===== src/rtl/lsnp_pkg.sv =====
// ============================================================================
// lsnp_pkg
// Shared widths, register codes and pipeline stage words for the lattice
// site / neighbor / phase generator.
// ============================================================================
package lsnp_pkg;

    // field widths
    localparam int CW  = 6;        // coordinate
    localparam int EW  = 7;        // extent register
    localparam int IW  = 24;       // output index
    localparam int SW  = IW + 1;   // linear offset before halving (mod 2^SW)
    localparam int YTW = 2 * EW;   // y term, x*y stride
    localparam int ZTW = 3 * EW;   // z term, x*y*z stride
    localparam int PW  = 3;        // phase sign bits

    // configuration port
    localparam int AW = 5;         // byte address of five 32-bit registers
    localparam int DW = 32;

    localparam int MAX_EXTENT_DEF = 64;

    // register map, word index
    typedef enum logic [2:0] {
        REG_EXT_X  = 3'd0,
        REG_EXT_Y  = 3'd1,
        REG_EXT_Z  = 3'd2,
        REG_EXT_T  = 3'd3,
        REG_ANTI_T = 3'd4
    } t_reg_idx;

    // clamped extents and boundary mode
    typedef struct packed {
        logic [EW-1:0] ex;
        logic [EW-1:0] ey;
        logic [EW-1:0] ez;
        logic [EW-1:0] et;
        logic          anti;
    } t_ext;

    // coordinate with its forward and backward neighbors
    typedef struct packed {
        logic [EW-1:0] c;
        logic [EW-1:0] p;
        logic [EW-1:0] m;
    } t_axis;

    typedef struct packed {
        logic [YTW-1:0] c;
        logic [YTW-1:0] p;
        logic [YTW-1:0] m;
    } t_yterm;

    typedef struct packed {
        logic [ZTW-1:0] c;
        logic [ZTW-1:0] p;
        logic [ZTW-1:0] m;
    } t_zterm;

    typedef struct packed {
        logic [SW-1:0] c;
        logic [SW-1:0] p;
        logic [SW-1:0] m;
    } t_tterm;

    // per-site flags carried down the pipe
    typedef struct packed {
        logic          in_range;
        logic          par;
        logic [PW-1:0] phase;
    } t_flags;

    // after stage 1: neighbors, flags, y terms
    typedef struct packed {
        t_axis          ax;
        t_axis          ay;
        t_axis          az;
        t_axis          at;
        t_flags         fl;
        t_yterm         yt;
        logic [YTW-1:0] exy;
    } t_st1;

    // after stage 2: z terms
    typedef struct packed {
        t_axis          ax;
        t_axis          az;
        t_axis          at;
        t_flags         fl;
        t_yterm         yt;
        t_zterm         zt;
        logic [ZTW-1:0] exyz;
    } t_st2;

    // after stage 3: t terms and lattice volume
    typedef struct packed {
        t_axis         ax;
        t_flags        fl;
        t_yterm        yt;
        t_zterm        zt;
        t_tterm        tt;
        logic [SW-1:0] size;
    } t_st3;

endpackage


===== src/rtl/lsnp_cfg.sv =====
// ============================================================================
// lsnp_cfg
// APB register file for the lattice extents and the time boundary mode;
// presents clamped extents to the datapath.
// ============================================================================
module lsnp_cfg import lsnp_pkg::*; #(
    parameter int MAX_EXTENT = MAX_EXTENT_DEF
) (
    input  logic          i_clk,
    input  logic          i_rst_n,
    input  logic          psel,
    input  logic          penable,
    input  logic          pwrite,
    input  logic [AW-1:0] paddr,
    input  logic [DW-1:0] pwdata,
    output logic [DW-1:0] prdata,
    output logic          pready,
    output t_ext          o_ext
);

    logic [EW-1:0] r_ext_x, r_ext_y, r_ext_z, r_ext_t;
    logic          r_anti;
    logic          wr_en;
    t_reg_idx      idx;

    function automatic logic [EW-1:0] clamp(input logic [EW-1:0] e);
        // only taken when MAX_EXTENT < e, so the constant fits EW bits
        return (int'(e) > MAX_EXTENT) ? EW'(MAX_EXTENT) : e;
    endfunction

    assign pready = 1'b1;
    assign wr_en  = psel & penable & pwrite;
    assign idx    = t_reg_idx'(paddr[AW-1:2]);

    // register writes
    always_ff @(posedge i_clk) begin
        if (!i_rst_n) begin
            r_ext_x <= EW'(4);
            r_ext_y <= EW'(4);
            r_ext_z <= EW'(4);
            r_ext_t <= EW'(4);
            r_anti  <= 1'b1;
        end else if (wr_en) begin
            unique case (idx)
                REG_EXT_X:  r_ext_x <= pwdata[EW-1:0];
                REG_EXT_Y:  r_ext_y <= pwdata[EW-1:0];
                REG_EXT_Z:  r_ext_z <= pwdata[EW-1:0];
                REG_EXT_T:  r_ext_t <= pwdata[EW-1:0];
                REG_ANTI_T: r_anti  <= pwdata[0];
                default: ;
            endcase
        end
    end

    // read mux
    always_comb begin
        unique case (idx)
            REG_EXT_X:  prdata = DW'(r_ext_x);
            REG_EXT_Y:  prdata = DW'(r_ext_y);
            REG_EXT_Z:  prdata = DW'(r_ext_z);
            REG_EXT_T:  prdata = DW'(r_ext_t);
            REG_ANTI_T: prdata = DW'(r_anti);
            default:    prdata = '0;
        endcase
    end

    assign o_ext.ex   = clamp(r_ext_x);
    assign o_ext.ey   = clamp(r_ext_y);
    assign o_ext.ez   = clamp(r_ext_z);
    assign o_ext.et   = clamp(r_ext_t);
    assign o_ext.anti = r_anti;

endmodule


===== src/rtl/lsnp_coord.sv =====
// ============================================================================
// lsnp_coord
// Input register and first stage: range check, wrapped neighbor
// coordinates, parity, phase signs and the y stride terms.
// ============================================================================
module lsnp_coord import lsnp_pkg::*; (
    input  logic          i_clk,
    input  logic          i_rst_n,
    input  logic          i_start,
    input  logic [CW-1:0] i_coord_x,
    input  logic [CW-1:0] i_coord_y,
    input  logic [CW-1:0] i_coord_z,
    input  logic [CW-1:0] i_coord_t,
    input  t_ext          i_ext,
    output logic          o_vld,
    output t_st1          o_st1
);

    logic          r_v0, r_v1;
    logic [CW-1:0] r_x, r_y, r_z, r_t;
    t_st1          r_st1, n_st1;

    function automatic t_axis wrap(input logic [CW-1:0] c, input logic [EW-1:0] e);
        t_axis a;
        a.c = EW'(c);
        a.p = (a.c + EW'(1) == e) ? '0 : a.c + EW'(1);
        a.m = (a.c == '0) ? e - EW'(1) : a.c - EW'(1);
        return a;
    endfunction

    // valid chain
    always_ff @(posedge i_clk) begin
        if (!i_rst_n) begin
            r_v0 <= 1'b0;
            r_v1 <= 1'b0;
        end else begin
            r_v0 <= i_start;
            r_v1 <= r_v0;
        end
    end

    // input word capture
    always_ff @(posedge i_clk) begin
        if (i_start) begin
            r_x <= i_coord_x;
            r_y <= i_coord_y;
            r_z <= i_coord_z;
            r_t <= i_coord_t;
        end
    end

    // stage 1 logic
    always_comb begin
        n_st1.ax = wrap(r_x, i_ext.ex);
        n_st1.ay = wrap(r_y, i_ext.ey);
        n_st1.az = wrap(r_z, i_ext.ez);
        n_st1.at = wrap(r_t, i_ext.et);

        n_st1.fl.in_range = (EW'(r_x) < i_ext.ex) && (EW'(r_y) < i_ext.ey) &&
                            (EW'(r_z) < i_ext.ez) && (EW'(r_t) < i_ext.et);
        n_st1.fl.par      = r_x[0] ^ r_y[0] ^ r_z[0] ^ r_t[0];
        // staggered signs: y from x, z from x+y, t from x+y+z, flipped on last t if anti
        n_st1.fl.phase[0] = r_x[0];
        n_st1.fl.phase[1] = r_x[0] ^ r_y[0];
        n_st1.fl.phase[2] = r_x[0] ^ r_y[0] ^ r_z[0] ^
                            (i_ext.anti && (EW'(r_t) + EW'(1) == i_ext.et));

        n_st1.yt.c = YTW'(n_st1.ay.c) * YTW'(i_ext.ex);
        n_st1.yt.p = YTW'(n_st1.ay.p) * YTW'(i_ext.ex);
        n_st1.yt.m = YTW'(n_st1.ay.m) * YTW'(i_ext.ex);
        n_st1.exy  = YTW'(i_ext.ex) * YTW'(i_ext.ey);
    end

    always_ff @(posedge i_clk) begin
        if (r_v0) begin
            r_st1 <= n_st1;
        end
    end

    assign o_vld = r_v1;
    assign o_st1 = r_st1;

endmodule


===== src/rtl/lsnp_term.sv =====
// ============================================================================
// lsnp_term
// Stages 2 and 3: z and t stride terms for the site and its neighbors,
// plus the lattice volume.
// ============================================================================
module lsnp_term import lsnp_pkg::*; (
    input  logic i_clk,
    input  logic i_rst_n,
    input  logic i_vld,
    input  t_st1 i_st1,
    input  t_ext i_ext,
    output logic o_vld,
    output t_st3 o_st3
);

    logic r_v2, r_v3;
    t_st2 r_st2, n_st2;
    t_st3 r_st3, n_st3;

    always_ff @(posedge i_clk) begin
        if (!i_rst_n) begin
            r_v2 <= 1'b0;
            r_v3 <= 1'b0;
        end else begin
            r_v2 <= i_vld;
            r_v3 <= r_v2;
        end
    end

    // stage 2: z terms and x*y*z stride
    always_comb begin
        n_st2.ax   = i_st1.ax;
        n_st2.az   = i_st1.az;
        n_st2.at   = i_st1.at;
        n_st2.fl   = i_st1.fl;
        n_st2.yt   = i_st1.yt;
        n_st2.zt.c = ZTW'(i_st1.az.c) * ZTW'(i_st1.exy);
        n_st2.zt.p = ZTW'(i_st1.az.p) * ZTW'(i_st1.exy);
        n_st2.zt.m = ZTW'(i_st1.az.m) * ZTW'(i_st1.exy);
        n_st2.exyz = ZTW'(i_st1.exy) * ZTW'(i_ext.ez);
    end

    always_ff @(posedge i_clk) begin
        if (i_vld) begin
            r_st2 <= n_st2;
        end
    end

    // stage 3: t terms and volume, kept modulo 2^SW
    always_comb begin
        n_st3.ax   = r_st2.ax;
        n_st3.fl   = r_st2.fl;
        n_st3.yt   = r_st2.yt;
        n_st3.zt   = r_st2.zt;
        n_st3.tt.c = SW'(r_st2.at.c) * SW'(r_st2.exyz);
        n_st3.tt.p = SW'(r_st2.at.p) * SW'(r_st2.exyz);
        n_st3.tt.m = SW'(r_st2.at.m) * SW'(r_st2.exyz);
        n_st3.size = SW'(r_st2.exyz) * SW'(i_ext.et);
    end

    always_ff @(posedge i_clk) begin
        if (r_v2) begin
            r_st3 <= n_st3;
        end
    end

    assign o_vld = r_v3;
    assign o_st3 = r_st3;

endmodule


===== src/rtl/lsnp_index.sv =====
// ============================================================================
// lsnp_index
// Stages 4 and 5: linear offsets for the site and eight neighbors, then
// halving, even/odd half selection and the result register.
// ============================================================================
module lsnp_index import lsnp_pkg::*; (
    input  logic          i_clk,
    input  logic          i_rst_n,
    input  logic          i_vld,
    input  t_st3          i_st3,
    output logic          o_done,
    output logic [IW-1:0] o_site_index,
    output logic [IW-1:0] o_fwd_x,
    output logic [IW-1:0] o_fwd_y,
    output logic [IW-1:0] o_fwd_z,
    output logic [IW-1:0] o_fwd_t,
    output logic [IW-1:0] o_bwd_x,
    output logic [IW-1:0] o_bwd_y,
    output logic [IW-1:0] o_bwd_z,
    output logic [IW-1:0] o_bwd_t,
    output logic [PW-1:0] o_phase_signs,
    output logic          o_in_range
);

    // offset slots: site, fwd x y z t, bwd x y z t
    localparam int NS = 9;

    logic                r_v4, r_v5;
    logic [SW-1:0]       r_s [NS];
    logic [SW-1:0]       n_s [NS];
    t_flags              r_fl4;
    logic [SW-1:0]       r_size4;
    logic [IW-1:0]       r_idx [NS];
    logic [IW-1:0]       n_idx [NS];
    logic [PW-1:0]       r_phase;
    logic                r_in_range;
    logic [IW-1:0]       sizeh;

    function automatic logic [SW-1:0] lin(input logic [EW-1:0] x,
                                          input logic [YTW-1:0] y,
                                          input logic [ZTW-1:0] z,
                                          input logic [SW-1:0] t);
        return SW'(x) + SW'(y) + SW'(z) + t;
    endfunction

    always_ff @(posedge i_clk) begin
        if (!i_rst_n) begin
            r_v4 <= 1'b0;
            r_v5 <= 1'b0;
        end else begin
            r_v4 <= i_vld;
            r_v5 <= r_v4;
        end
    end

    // stage 4: four-term offsets
    always_comb begin
        n_s[0] = lin(i_st3.ax.c, i_st3.yt.c, i_st3.zt.c, i_st3.tt.c);
        n_s[1] = lin(i_st3.ax.p, i_st3.yt.c, i_st3.zt.c, i_st3.tt.c);
        n_s[2] = lin(i_st3.ax.c, i_st3.yt.p, i_st3.zt.c, i_st3.tt.c);
        n_s[3] = lin(i_st3.ax.c, i_st3.yt.c, i_st3.zt.p, i_st3.tt.c);
        n_s[4] = lin(i_st3.ax.c, i_st3.yt.c, i_st3.zt.c, i_st3.tt.p);
        n_s[5] = lin(i_st3.ax.m, i_st3.yt.c, i_st3.zt.c, i_st3.tt.c);
        n_s[6] = lin(i_st3.ax.c, i_st3.yt.m, i_st3.zt.c, i_st3.tt.c);
        n_s[7] = lin(i_st3.ax.c, i_st3.yt.c, i_st3.zt.m, i_st3.tt.c);
        n_s[8] = lin(i_st3.ax.c, i_st3.yt.c, i_st3.zt.c, i_st3.tt.m);
    end

    always_ff @(posedge i_clk) begin
        if (i_vld) begin
            r_s     <= n_s;
            r_fl4   <= i_st3.fl;
            r_size4 <= i_st3.size;
        end
    end

    // stage 5: halve, place in own (site) or opposite (neighbors) half; zero if out of range
    assign sizeh = r_size4[SW-1:1];

    always_comb begin
        for (int i = 0; i < NS; i++) begin
            if (!r_fl4.in_range) begin
                n_idx[i] = '0;
            end else if ((i == 0) ? r_fl4.par : !r_fl4.par) begin
                n_idx[i] = r_s[i][SW-1:1] + sizeh;
            end else begin
                n_idx[i] = r_s[i][SW-1:1];
            end
        end
    end

    always_ff @(posedge i_clk) begin
        if (r_v4) begin
            r_idx      <= n_idx;
            r_phase    <= r_fl4.in_range ? r_fl4.phase : '0;
            r_in_range <= r_fl4.in_range;
        end
    end

    assign o_done        = r_v5;
    assign o_site_index  = r_idx[0];
    assign o_fwd_x       = r_idx[1];
    assign o_fwd_y       = r_idx[2];
    assign o_fwd_z       = r_idx[3];
    assign o_fwd_t       = r_idx[4];
    assign o_bwd_x       = r_idx[5];
    assign o_bwd_y       = r_idx[6];
    assign o_bwd_z       = r_idx[7];
    assign o_bwd_t       = r_idx[8];
    assign o_phase_signs = r_phase;
    assign o_in_range    = r_in_range;

endmodule


===== src/rtl/lattice_site_neighbor_phase_gen.sv =====
// Pipeline: a word accepted with start passes the input register and the
//   stage 1 to 5 registers and shows on the result ports with o_done high.
// Throughput: one site per cycle; busy stays low, the six-stage pipe of
//   small multipliers and adders never stalls and the receiver cannot stall.
// Reset: synchronous, active low; empties the pipe and loads extents of 4
//   with antiperiodic time boundaries.
// ============================================================================
// lattice_site_neighbor_phase_gen
// Even/odd-split 4D lattice index generator: site index, eight periodic
// neighbor indices and staggered phase signs for each site.
// ============================================================================
module lattice_site_neighbor_phase_gen import lsnp_pkg::*; #(
    parameter int MAX_EXTENT = MAX_EXTENT_DEF
) (
    input  logic          i_clk,
    input  logic          i_rst_n,
    // site command
    input  logic          start,
    output logic          busy,
    input  logic [CW-1:0] i_coord_x,
    input  logic [CW-1:0] i_coord_y,
    input  logic [CW-1:0] i_coord_z,
    input  logic [CW-1:0] i_coord_t,
    // results
    output logic          o_done,
    output logic [IW-1:0] o_site_index,
    output logic [IW-1:0] o_fwd_x,
    output logic [IW-1:0] o_fwd_y,
    output logic [IW-1:0] o_fwd_z,
    output logic [IW-1:0] o_fwd_t,
    output logic [IW-1:0] o_bwd_x,
    output logic [IW-1:0] o_bwd_y,
    output logic [IW-1:0] o_bwd_z,
    output logic [IW-1:0] o_bwd_t,
    output logic [PW-1:0] o_phase_signs,
    output logic          o_in_range,
    // configuration
    input  logic          psel,
    input  logic          penable,
    input  logic          pwrite,
    input  logic [AW-1:0] paddr,
    input  logic [DW-1:0] pwdata,
    output logic [DW-1:0] prdata,
    output logic          pready
);

    t_ext ext;
    logic v1, v3;
    t_st1 st1;
    t_st3 st3;

    // a new word is taken every cycle
    assign busy = 1'b0;

    lsnp_cfg #(
        .MAX_EXTENT(MAX_EXTENT)
    ) u_cfg (
        .i_clk   (i_clk),
        .i_rst_n (i_rst_n),
        .psel    (psel),
        .penable (penable),
        .pwrite  (pwrite),
        .paddr   (paddr),
        .pwdata  (pwdata),
        .prdata  (prdata),
        .pready  (pready),
        .o_ext   (ext)
    );

    lsnp_coord u_coord (
        .i_clk     (i_clk),
        .i_rst_n   (i_rst_n),
        .i_start   (start),
        .i_coord_x (i_coord_x),
        .i_coord_y (i_coord_y),
        .i_coord_z (i_coord_z),
        .i_coord_t (i_coord_t),
        .i_ext     (ext),
        .o_vld     (v1),
        .o_st1     (st1)
    );

    lsnp_term u_term (
        .i_clk   (i_clk),
        .i_rst_n (i_rst_n),
        .i_vld   (v1),
        .i_st1   (st1),
        .i_ext   (ext),
        .o_vld   (v3),
        .o_st3   (st3)
    );

    lsnp_index u_index (
        .i_clk         (i_clk),
        .i_rst_n       (i_rst_n),
        .i_vld         (v3),
        .i_st3         (st3),
        .o_done        (o_done),
        .o_site_index  (o_site_index),
        .o_fwd_x       (o_fwd_x),
        .o_fwd_y       (o_fwd_y),
        .o_fwd_z       (o_fwd_z),
        .o_fwd_t       (o_fwd_t),
        .o_bwd_x       (o_bwd_x),
        .o_bwd_y       (o_bwd_y),
        .o_bwd_z       (o_bwd_z),
        .o_bwd_t       (o_bwd_t),
        .o_phase_signs (o_phase_signs),
        .o_in_range    (o_in_range)
    );

endmodule

===== config.mk =====
export PLATFORM = sky130hd
export DESIGN_NAME = lattice_site_neighbor_phase_gen
export DESIGN_NICKNAME = d
export VERILOG_FILES = /design/src/rtl/lsnp_pkg.sv /design/src/rtl/lsnp_cfg.sv /design/src/rtl/lsnp_coord.sv /design/src/rtl/lsnp_term.sv /design/src/rtl/lsnp_index.sv /design/src/rtl/lattice_site_neighbor_phase_gen.sv
export SDC_FILE = /design/constraint.sdc
export NUM_CORES = 2
export LEC_CHECK = 0
export ABC_CLOCK_PERIOD_IN_PS = 7000
export BUFFER_PORTS_ARGS = -buffer_cell sky130_fd_sc_hd__buf_2
export CAP_MARGIN = 20
export CORE_ASPECT_RATIO = 2
export CORE_MARGIN = 2
export CORE_UTILIZATION = 55
export CTS_CLUSTER_SIZE = 16
export DETAILED_ROUTE_END_ITERATION = 6
export PLACE_DENSITY = 0.76
export SYNTH_ARGS = -nofsm -noshare
export SYNTH_HDL_FRONTEND = slang
export SYNTH_SLANG_ARGS = --single-unit

===== constraint.sdc =====
create_clock -name i_clk -period 7 [get_ports i_clk]
set_clock_uncertainty 0.1 [all_clocks]
set_input_delay 1.05 -clock i_clk [delete_from_list [all_inputs] [get_ports i_clk]]
set_output_delay 1.05 -clock i_clk [all_outputs]
set_load 0.1 [all_outputs]

==> summary.md <==
| Metric | Value |
|---|---|
| Max Fclk | `between 150 and 200 MHz` |
| Post-synthesis cell type count | `89` |
| GR Util met1 | `31.85%` |
| Post-synthesis instance area | `between 90,000 and 100,000 um2` |
| Pwr/cell area | `184.6 nW/um2` |
| Worst-margin pin slew | `1.124 ns` |
| Hold Path Class | `flip-flop to flip-flop` |
| Synth async-reset ratio | `0%` |
| GRT Total Usage | `29.16%` |
| Crit path DAT | `6.80 ns` |
| Vias in the first global route | `69,600` |
| Rel. slew slack | `25.06%` |
| Most used DFF post-synth | `edfxtp_1` |
| Hold-fix buffers, CTS | `0` |
| Num ports | `322` |
| Htree depth | `3` |
| Met2 usage | `51.17%` |
| Commonest non-fill, non-tap cells in the layout | `inv_1 (1,054), nand2_1 (1,052), edfxtp_1 (1,002)` |
| Worst path max stage delay | `0.50 ns` |
| Hold depth | `0` |
| Crit path launch type | `flip-flop` |
| Clock tree from TritonCTS | `done` |
| Clk_lat worst skew | `0.75 ns` |
| FF-to-FF End | `u_index.r_s[122]` |
| Slowest CP cell | `edfxtp_1` |
| Setup crit end kind | `flip-flop` |
| #FFs+latches synth | `1,037` |
| Core Box Area | `165,300 um2` |
| Status | `finished clean` |
| Share of layout cells above drive strength 1 | `~7%` |
| Post-DRT Antenna Nets | `0` |
| Leakage Power | `43.90 nW` |
| CP top delay family | `compound AO/OA/AOI/OAI gates` |
| Initial Util | `between 50% and 60%` |
| First-pass GRT wire length | `381,700 um` |
| Reg2reg setup slack | `0.59 ns` |
| Setup TNS | `0 ns` |
| Largest net degree at the start of global routing | `146` |
| Total gr overflow | `0` |
| Crit path cell chain | `ha_1 > fa_1 > a21o_1 > a21oi_1 > xnor2_1 > ha_1 > a21boi_0 > o21ai_0 > a21oi_1 > o2111a_1 > or3_1 > a21oi_1 > xnor2_1 > buf_4 > ha_1 > and4_1 > nand3_1 > o221a_2 > o31a_1 > a211oi_2 > o31ai_1 > a21boi_1 > o21ai_0 > xnor2_1` |
| Final core utilization | `between 50% and 60%` |
| Seq/Total Area, Yosys | `33.62%` |
| Die Area | `170,000 um2` |
| # port buffers | `267` |
| Ys Warns | `0` |
| Cells on worst reg2reg path | `24` |
| CTS sink cnt | `1,037` |
| Hold worst-path end | `u_term.o_st3[178]` |
| Detailed-route wire length per cell | `21.39 um` |
| Die height | `581.1 um` |
| Site Rows | `211` |
| Maximum VDD drop | `between 0.15 and 0.2 mV` |
| Chip Width | `~290 um` |
| Worst hold margin | `0.2978 ns` |
| Final hold vios | `0` |
| Most common cell after layout, fill and taps aside | `inv_1` |
| # setup viols final | `0` |
| Type of the worst setup path | `flip-flop to flip-flop` |
| Worst reg2reg startpoint | `u_term.o_st3[205]` |
| 1st-pass router iterations | `6` |
| Via count | `67,070` |
| Final Max Tran Viols | `0` |
| Critical path peak fanout | `4` |
| Root buf cell | `clkbuf_16` |
| Routed vias/inst | `about 5.8` |
| Final #Nets | `~11,000` |
| Max Buffers Root-to-Sink | `3` |
| Avg Cell Area, Syn | `10.12 um2` |
| Routability Congestion | `slightly below 1` |
| Post-synth EDFFs | `1,002` |
| DRT Wirelength | `246,200 um` |
| DRC Markers | `0` |
| Buf/Inv on CP | `1` |
| Initial antenna violation count | `6` |
| Reg clk slew, reported paths | `0.07 ns` |
| Num CTS Buffers | `96` |
| Syn Inst Count | `9,049` |
| Area Overhead vs Synth | `8.096%` |
| 1st-iter DRT viols | `4,732` |
| Final period utilization | `91.57%` |
| Post-DP HPWL | `between 150,000 and 200,000 um` |
| Max-cap violations | `0` |
| Period minus WS final | `6.410 ns` |
| Met3 Use GR | `under 10%` |
| HP Start | `u_term.n_st3[178]` |
| GRT Max-Usage Layer | `met2` |
| RSZ-0062 raised after global routing | `no` |
| Worst Path Required | `roughly 7.4 ns` |
## Yosys cell counts, drive strengths merged, types with 70 or more instances
| cell type | count | area [um2] |
|---|---|---|
| mux2i | 79 | 790.8 |
| xnor2 | 444 | 3889 |
| nor3 | 120 | 600.6 |
| a21o | 175 | 1314 |
| edfxtp | 1002 | 30090 |
| clkbuf | 278 | 1064 |
| nor2 | 582 | 2185 |
| and3 | 70 | 437.9 |
| ha | 880 | 11010 |
| o21ai | 309 | 1546 |
| inv | 1055 | 3960 |
| nand2b | 86 | 538.0 |
| nand3 | 122 | 610.6 |
| nor2b | 122 | 763.2 |
| o21a | 77 | 578.1 |
| xor2 | 200 | 1752 |
| o21bai | 78 | 585.6 |
| and2 | 387 | 2422 |
| nand2 | 1052 | 3949 |
| fa | 775 | 15510 |
| a21oi | 516 | 2586 |
## cells by family after synthesis
group / after synthesis / synth area share [%]
fa+ha+maj: 1655 / 28.96
compound gates: 1546 / 10.67
flops: 1037 / 33.62
mux: 88 / 1.048
simple gates: 2695 / 13.73
buf+inv: 1382 / 5.810
xor+xnor: 644 / 6.158
other cells: 2 / 0.008200
## power by group
group          switching, mW  internal, mW
Clock                   2.47          2.91
Combinational           3.18          2.20
Sequential             0.220          7.30
Total                   5.87          12.4
## layout make-up
type / count / area [um2]
Clock inverter: 67 / 765.7
Inverter: 1059 / 3978
Clock buffer: 109 / 2451
Sequential cell: 1037 / 30810
Antenna cell: 2 / 5.005
Multi-Input combinational cell: 6655 / 55600
Tap cell: 2130 / 2665
Fill cell: 13580 / 66260
Timing Repair Buffer: 447 / 2725
## flip-flops by register name, summed over array words and instances (netlist names), 41 cells and up
name           flops
u_term.o_st3     226
u_index.r_s      216
u_term.n_st3     127
u_term.r_st2      41
u_coord.o_st1    119
## worst max-delay path by stage
| stage | start | endpoint | slack, ns | cells past startpoint |
|---|---|---|---|---|
| finish | u_term.o_st3[205] | u_index.r_s[122] | 0.59 | 24 |
| global route | u_term.o_st3[192] | u_index.r_s[223] | 0.07 | 28 |
| CTS | u_term.o_st3[192] | u_index.r_s[122] | 0.38 | 28 |
| detailed placement | u_term.o_st3[192] | u_index.r_s[122] | 0.38 | 28 |
| global placement | u_term.o_st3[192] | u_index.r_s[124] | 0.49 | 28 |
| floorplan | u_term.o_vld | u_index.r_fl4[0] | 0.62 | 0 |
## repair_timing
item | CTS | global route
setup buffers | 0 | 2
gates resized for setup | 0 | 4
setup endpoints to repair | 0 | 7
## stage by stage
step	worst slack, ns	instance area, um2	total power [mW]	std cells
after floorplan	0.6161	91680	11.57	9074
after detailed placement	0.3808	95740	12.95	11330
after global placement	0.4906	95740	12.76	11330
final	0.5900	99000	18.28	11510
after CTS	0.3778	98960	18.35	11500
after global routing	0.07448	99000	19.25	11510
## per-layer routing
metal / wire [um] / vias up
li1: - / 31030
met1: 87650 / 32560
met2: 121900 / 2612
met3: 12680 / 867
met4: 23970 / 0
met5: 0 / -
No activity file was read; power rests on OpenSTA's default activity.
